### config.mk
export PLATFORM = sky130hd
export DESIGN_NAME = fifo_queue_with_max_core
export DESIGN_NICKNAME = d
export VERILOG_FILES = /design/src/rtl/fqm_pkg.sv /design/src/rtl/fqm_qcell.sv /design/src/rtl/fqm_mcell.sv /design/src/rtl/fifo_queue_with_max_core.sv
export SDC_FILE = /design/constraint.sdc
export NUM_CORES = 2
export LEC_CHECK = 0
export BUFFER_PORTS_ARGS = -buffer_cell sky130_fd_sc_hd__buf_4
export CORE_MARGIN = 8
export CORE_UTILIZATION = 63
export DETAILED_ROUTE_END_ITERATION = 7
export GPL_ROUTABILITY_DRIVEN = 0
export PLACE_DENSITY = 0.79
export SLEW_MARGIN = 40
export SYNTH_ARGS = -nofsm -noshare
export SYNTH_HDL_FRONTEND = slang
export SYNTH_SLANG_ARGS = --single-unit
### constraint.sdc
create_clock -name clk -period 5.5 [get_ports clk]
set_input_delay 0.825 -clock clk [delete_from_list [all_inputs] [get_ports clk]]
set_output_delay 0.825 -clock clk [all_outputs]
set_load 0.02 [all_outputs]
### src/rtl/fqm_pkg.sv
// shared types, codes and sizes for the queue with running maximum
package fqm_pkg;

    localparam int DEPTH = 16;
    localparam int IDX_W = $clog2(DEPTH);
    localparam int CNT_W = $clog2(DEPTH + 1);
    localparam int VAL_W = 32;
    localparam int ITEM_CNT_W = 5;

    typedef logic signed [VAL_W-1:0] val_t;
    typedef logic [IDX_W-1:0] idx_t;
    typedef logic [CNT_W-1:0] cnt_t;

    localparam logic [1:0] CMD_PUSH = 2'd0;
    localparam logic [1:0] CMD_POP = 2'd1;
    localparam logic [1:0] CMD_QUERY = 2'd2;

    localparam logic [1:0] ST_OK = 2'd0;
    localparam logic [1:0] ST_EMPTY = 2'd1;
    localparam logic [1:0] ST_FULL = 2'd2;

    localparam val_t NEG_LIMIT = {1'b1, {(VAL_W - 1){1'b0}}};

    // control broadcast to every cell of both chains
    typedef struct packed {
        logic push;
        logic pop_q;
        logic pop_m;
        cnt_t fill;
        cnt_t cand;
        val_t value;
    } ctrl_t;

endpackage

### src/rtl/fqm_qcell.sv
// one slot of the value chain: loads on push at the tail, shifts towards the head on pop
module fqm_qcell (
    input  logic           clk,
    input  fqm_pkg::ctrl_t ctrl,
    input  fqm_pkg::idx_t  idx,
    input  fqm_pkg::val_t  nxt_val,
    output fqm_pkg::val_t  val
);

    fqm_pkg::val_t val_reg;
    fqm_pkg::val_t val_next;

    always_comb
    begin
        val_next = val_reg;
        if (ctrl.push && ctrl.fill == {1'b0, idx})
        begin
            val_next = ctrl.value;
        end
        else if (ctrl.pop_q)
        begin
            val_next = nxt_val;
        end
    end

    always_ff @(posedge clk)
    begin
        val_reg <= val_next;
    end

    assign val = val_reg;

endmodule

### src/rtl/fqm_mcell.sv
// one slot of the candidate chain: keeps or yields to a pushed value, shifts on head match
module fqm_mcell (
    input  logic           clk,
    input  fqm_pkg::ctrl_t ctrl,
    input  fqm_pkg::idx_t  idx,
    input  logic           keep_prev,
    input  fqm_pkg::val_t  nxt_val,
    output fqm_pkg::val_t  val,
    output logic           keep,
    output logic           load
);

    fqm_pkg::val_t val_reg;
    fqm_pkg::val_t val_next;
    logic          occupied;

    assign occupied = {1'b0, idx} < ctrl.cand;
    // a candidate survives a push unless it is strictly smaller
    assign keep = occupied && !(val_reg < ctrl.value);
    assign load = ctrl.push && !keep && keep_prev;

    always_comb
    begin
        val_next = val_reg;
        if (load)
        begin
            val_next = ctrl.value;
        end
        else if (ctrl.pop_m)
        begin
            val_next = nxt_val;
        end
    end

    always_ff @(posedge clk)
    begin
        val_reg <= val_next;
    end

    assign val = val_reg;

endmodule

### src/rtl/fifo_queue_with_max_core.sv
// top level: fifo of signed values with running maximum, built from two cell chains
//
//  channel | valid     | stall     | payload
//  --------+-----------+-----------+------------------------------------------------------
//  in      | in_valid  | in_stall  | command, value
//  out     | out_valid | out_stall | status, popped_value, item_count, max_value, max_valid
//
// one beat in gives one beat out, registered, in the cycle after acceptance
// a new beat is taken every cycle; the single output register stalls the input only
//   while a result sits in it and out_stall is high
// the value chain holds the head in cell 0, the candidate chain holds the maximum in cell 0
// asynchronous active-low reset empties both chains (counts only; cell contents stay)
module fifo_queue_with_max_core (
    input  logic                              clk,
    input  logic                              rst_n,
    input  logic                              in_valid,
    output logic                              in_stall,
    input  logic [1:0]                        command,
    input  logic signed [fqm_pkg::VAL_W-1:0]  value,
    output logic                              out_valid,
    input  logic                              out_stall,
    output logic [1:0]                        status,
    output logic signed [fqm_pkg::VAL_W-1:0]  popped_value,
    output logic [fqm_pkg::ITEM_CNT_W-1:0]    item_count,
    output logic signed [fqm_pkg::VAL_W-1:0]  max_value,
    output logic                              max_valid
);

    // control state
    fqm_pkg::cnt_t fill_reg;
    fqm_pkg::cnt_t fill_next;
    fqm_pkg::cnt_t cand_reg;
    fqm_pkg::cnt_t cand_next;
    logic          out_valid_reg;
    logic          out_valid_next;

    // result register
    logic [1:0]    status_reg;
    logic [1:0]    status_next;
    fqm_pkg::val_t popped_reg;
    fqm_pkg::val_t popped_next;
    fqm_pkg::cnt_t count_reg;
    fqm_pkg::val_t max_reg;
    fqm_pkg::val_t max_next;
    logic          max_valid_reg;
    logic          max_valid_next;

    // cell chains
    fqm_pkg::ctrl_t ctrl;
    fqm_pkg::val_t  qval [fqm_pkg::DEPTH];
    fqm_pkg::val_t  mval [fqm_pkg::DEPTH];
    logic           keep [fqm_pkg::DEPTH];
    logic           load [fqm_pkg::DEPTH];

    logic          accept;
    logic          push_ok;
    logic          pop_ok;
    fqm_pkg::cnt_t load_pos;

    // input is held back only while the result register is full and stalled
    assign in_stall = out_valid_reg && out_stall;
    assign accept = in_valid && !in_stall;

    assign push_ok = accept && command == fqm_pkg::CMD_PUSH
                     && fill_reg < fqm_pkg::CNT_W'(fqm_pkg::DEPTH);
    assign pop_ok = accept && command == fqm_pkg::CMD_POP && fill_reg != '0;

    always_comb
    begin
        ctrl.push = push_ok;
        ctrl.pop_q = pop_ok;
        // the front candidate leaves only with the value it came from
        ctrl.pop_m = pop_ok && cand_reg != '0 && mval[0] == qval[0];
        ctrl.fill = fill_reg;
        ctrl.cand = cand_reg;
        ctrl.value = value;
    end

    genvar g;
    generate
        for (g = 0; g < fqm_pkg::DEPTH; g++)
        begin : g_cell
            fqm_pkg::val_t q_nxt;
            fqm_pkg::val_t m_nxt;
            logic          k_prev;

            if (g == fqm_pkg::DEPTH - 1)
            begin : g_last
                assign q_nxt = qval[g];
                assign m_nxt = mval[g];
            end
            else
            begin : g_mid
                assign q_nxt = qval[g + 1];
                assign m_nxt = mval[g + 1];
            end

            if (g == 0)
            begin : g_first
                assign k_prev = 1'b1;
            end
            else
            begin : g_rest
                assign k_prev = keep[g - 1];
            end

            fqm_qcell u_qcell (
                .clk     (clk),
                .ctrl    (ctrl),
                .idx     (fqm_pkg::IDX_W'(g)),
                .nxt_val (q_nxt),
                .val     (qval[g])
            );

            fqm_mcell u_mcell (
                .clk       (clk),
                .ctrl      (ctrl),
                .idx       (fqm_pkg::IDX_W'(g)),
                .keep_prev (k_prev),
                .nxt_val   (m_nxt),
                .val       (mval[g]),
                .keep      (keep[g]),
                .load      (load[g])
            );
        end
    endgenerate

    // position of the cell taking a pushed value (at most one loads)
    always_comb
    begin
        load_pos = '0;
        for (int i = 0; i < fqm_pkg::DEPTH; i++)
        begin
            if (load[i])
            begin
                load_pos = load_pos | fqm_pkg::CNT_W'(i);
            end
        end
    end

    always_comb
    begin
        fill_next = fill_reg;
        cand_next = cand_reg;
        if (push_ok)
        begin
            fill_next = fill_reg + fqm_pkg::CNT_W'(1);
            cand_next = load_pos + fqm_pkg::CNT_W'(1);
        end
        else if (pop_ok)
        begin
            fill_next = fill_reg - fqm_pkg::CNT_W'(1);
            if (ctrl.pop_m)
            begin
                cand_next = cand_reg - fqm_pkg::CNT_W'(1);
            end
        end
    end

    // result for the beat, from the state it leaves behind
    always_comb
    begin
        status_next = fqm_pkg::ST_OK;
        if (accept && command == fqm_pkg::CMD_PUSH && !push_ok)
        begin
            status_next = fqm_pkg::ST_FULL;
        end
        else if (accept && command == fqm_pkg::CMD_POP && !pop_ok)
        begin
            status_next = fqm_pkg::ST_EMPTY;
        end

        popped_next = pop_ok ? qval[0] : fqm_pkg::NEG_LIMIT;

        max_valid_next = fill_next != '0 && cand_next != '0;
        if (!max_valid_next)
        begin
            max_next = fqm_pkg::NEG_LIMIT;
        end
        else if (load[0])
        begin
            max_next = value;
        end
        else if (ctrl.pop_m)
        begin
            max_next = mval[1];
        end
        else
        begin
            max_next = mval[0];
        end
    end

    assign out_valid_next = accept || in_stall;

    always_ff @(posedge clk or negedge rst_n)
    begin
        if (!rst_n)
        begin
            fill_reg <= '0;
            cand_reg <= '0;
            out_valid_reg <= 1'b0;
        end
        else
        begin
            fill_reg <= fill_next;
            cand_reg <= cand_next;
            out_valid_reg <= out_valid_next;
        end
    end

    always_ff @(posedge clk)
    begin
        if (accept)
        begin
            status_reg <= status_next;
            popped_reg <= popped_next;
            count_reg <= fill_next;
            max_reg <= max_next;
            max_valid_reg <= max_valid_next;
        end
    end

    assign out_valid = out_valid_reg;
    assign status = status_reg;
    assign popped_value = popped_reg;
    assign item_count = fqm_pkg::ITEM_CNT_W'(count_reg);
    assign max_value = max_reg;
    assign max_valid = max_valid_reg;

endmodule

==> flow_metrics.tcl <==
set metrics [dict create \
    start_util_pct 63.5 \
    status "finished clean" \
    slew_headroom_pct 39.7 \
    tightestPinTransition_ps 895 \
    fin_hold_ws_ps 322 \
    synth_edf_count 1064 \
    clockBufferDepth 3 \
    ys_seq_elements 1107 \
    ys_warn_count 0 \
    fin_area_um2 64500 \
    wire_per_inst_um 28.0 \
    wl_um 177000 \
    cp_slowest_cell "or4_1" \
    fin_nets 5588 \
    overflow 0 \
    cts_tree "yes" \
    power_density_nw_per_um2 303 \
    root_buffer "clkbuf_16" \
    synth.most_common_cell "edfxtp_1" \
    synth_area_leaders "edfxtp_1, ha_1, o21ai_0" \
    clkLatencyLatePin_ps 720 \
    synthesis.nets 5252 \
    cp-start-kind "input pin" \
    port_buffers 111 \
    crit_fanout 33 \
    finalSetupViolCount 0 \
    syn_inst 4709 \
    io_pins 112 \
    dpl_cell_area_um2 61000 \
    finalMaxSlewViolations 0 \
    viasPerCell 6.58 \
    worstPathRequired_ps 5960 \
    crit_family "simple AND/OR/NAND/NOR gates" \
    path_clk_slew_ps 60 \
    cts_made_buffers 111 \
    drive_gt1_share_pct 19.5 \
    irDropWorstVdd_mv 0.367 \
    synthesis.area_um2 56100 \
    fin_skew_ps 42.3 \
    die_h_um 315 \
    cpMostUsedCell "buf_4" \
    die-area_um2 98900 \
    grt_usage_pct 35.2 \
    p_leak_nw 25.8 \
    drtIter0Drc 5652 \
    max_stage_delay_ps 630 \
    drtPass1Iterations 6 \
    endpoint_kind "flip-flop" \
    drc_errors 0 \
    arrival_ps 5700 \
    design.core.area_um2 88400 \
    synth.distinct_cells 77 \
    drtAntennaViolNets 0 \
    hpwl_um 122000 \
    synth_area_per_cell_um2 11.9 \
    fin_crit_sh_pct 95.4 \
    min_period_ps 5250 \
    seq_area_frac_synth_pct 58.5 \
    max_freq_ghz 0.191 \
    die_x_um 315 \
    worst-setup-path-type "input pin to flip-flop" \
    antenna_found_initial 15 \
    yosys-top-cells-count "edfxtp_1, nand2_1, o21ai_0, ha_1, clkbuf_1" \
    num_rows 109 \
    dr_total_vias 41500 \
    htreeDepth 3 \
    grt_max_degree 66 \
    grt_pass1_wl_um 259000 \
    min_path_type "input pin to flip-flop" \
    hold_viol 0 \
    synthFlopType "edfxtp_1" \
    max_cap_viol_count 0 \
    path_cells "buf_4 -> inv_2 -> buf_4 -> ha_1 -> nand2_1 -> o21ai_0 -> a221oi_2 -> a21oi_1 -> buf_4 -> or4b_1 -> o211ai_2 -> o21ai_0 -> nor3_1 -> o211ai_1 -> ha_1 -> nor4_2 -> nor3_1 -> or4_1 -> o21a_4 -> and2_1" \
    synthArstFlopShare_pct 0.994 \
    grt_pass1_vias 40500 \
    cts.sinks 1107 \
    area_growth_pct 15.0 \
    path_buf_inv 4 \
    synth_top_area_share_pct 56.9 \
    synth.largest_area_cell "edfxtp_1" \
]
## placed cells by master, fill, tap and decap left out, types with 37 or more instances in the layout
| cell type | synthesis | layout |
|---|---|---|
| edfxtp_1 | 1064 | 1064 |
| nand2_1 | 830 | 829 |
| o21ai_0 | 782 | 781 |
| ha_1 | 505 | 505 |
| buf_4 | 0 | 481 |
| mux2_2 | 258 | 258 |
| a21oi_1 | 154 | 154 |
| clkbuf_16 | 0 | 112 |
| nand4_1 | 80 | 80 |
| nor2_1 | 74 | 70 |
| and2_1 | 70 | 70 |
| a21o_1 | 52 | 52 |
| buf_12 | 0 | 40 |
| xnor2_1 | 38 | 38 |
| mux2i_1 | 37 | 37 |
## metrics by stage
| step | cells | total power (W) | setup TNS, ps | util, % | worst slack [ps] |
|---|---|---|---|---|---|
| 2_1_floorplan | 4709 | 0.0110 | 0 | - | 3.00 |
| 5_1_grt | 6301 | 0.0200 | -5.83 | 73.0 | -5.83 |
| 3_3_place_gp | 6094 | 0.0120 | -14920 | 69.0 | -467 |
| 6_report | 6310 | 0.0195 | 0 | 73.0 | 255 |
| 3_5_place_dp | 6094 | 0.0121 | -18370 | 69.0 | -595 |
| 4_1_cts | 6299 | 0.0195 | 0 | 73.0 | 33.8 |
## power breakdown
group	internal [W]	switching, W
Combinational	0.000879	0.00148
Clock	0.00417	0.00329
Sequential	0.00947	0.000246
## what timing repair did
| action | 4_1_cts | 5_1_grt |
|---|---|---|
| hold buffers | 1 | 0 |
| buffers inserted | 0 | 2 |
| hold endpoints to repair | 11 | 0 |
| endpoints found under the setup margin | 0 | 33 |
| gates resized for setup | 0 | 5 |
## path summary, 6_finish.rpt
path	start	to	slack [ps]	cells after the start
setup reg to reg	g_cell[11].u_mcell.val[27]	max_value[30]	260	17
hold reg to reg	g_cell[5].u_qcell.val[31]	g_cell[4].u_qcell.val[31]	500	2
setup / recovery	value[6]	max_value[30]	250	20
min in group asynchronous	rst_n	fill_reg[4]	530	2
max in group asynchronous	rst_n	cand_reg[1]	4750	2
hold / removal	in_valid	out_valid	320	2
## kinds of logic after synthesis
group | Yosys count | share of synthesized area [%]
fa+ha+maj | 505 | 11.3
xor+xnor | 39 | 0.622
simple gates | 1243 | 9.78
buf+inv | 362 | 2.46
mux | 295 | 5.83
compound gates | 1158 | 11.5
flops | 1107 | 58.5
## final cells by class
class | count | area, um2
Tap cell | 1165 | 1460
Multi-Input combinational cell | 3240 | 22000
Antenna cell | 9 | 22.5
Clock inverter | 62 | 593
Inverter | 63 | 236
Timing Repair Buffer | 522 | 4420
Clock buffer | 142 | 2920
Fill cell | 5691 | 23800
Sequential cell | 1107 | 32900
## worst register-to-register path, cell delays in order, from the launching register on
cell	delay, ps
edfxtp_1	410
ha_1	320
nand3_1	100
nor3_1	200
buf_4	170
nand2_1	120
a2111oi_0	550
a221oi_1	260
a211oi_2	380
o21bai_1	210
nor3b_1	260
a31oi_1	160
ha_1	250
nor4_2	280
nor3_1	100
or4_1	630
o21a_4	360
and2_1	230
## routing by layer
metal / part of all wire [%] / GRT usage (%) / vias up / routed length, um
met3: 13 / 10.4 / 630 / 23200
met4: 8.9 / 26.3 / 8 / 15700
met2: 43 / 52.5 / 2730 / 76400
met5: 0.027 / 0 / - / 48
li1: - / - / 18200 / -
met1: 35 / 43.1 / 19900 / 61300
(Power assumes the default switching activity.)
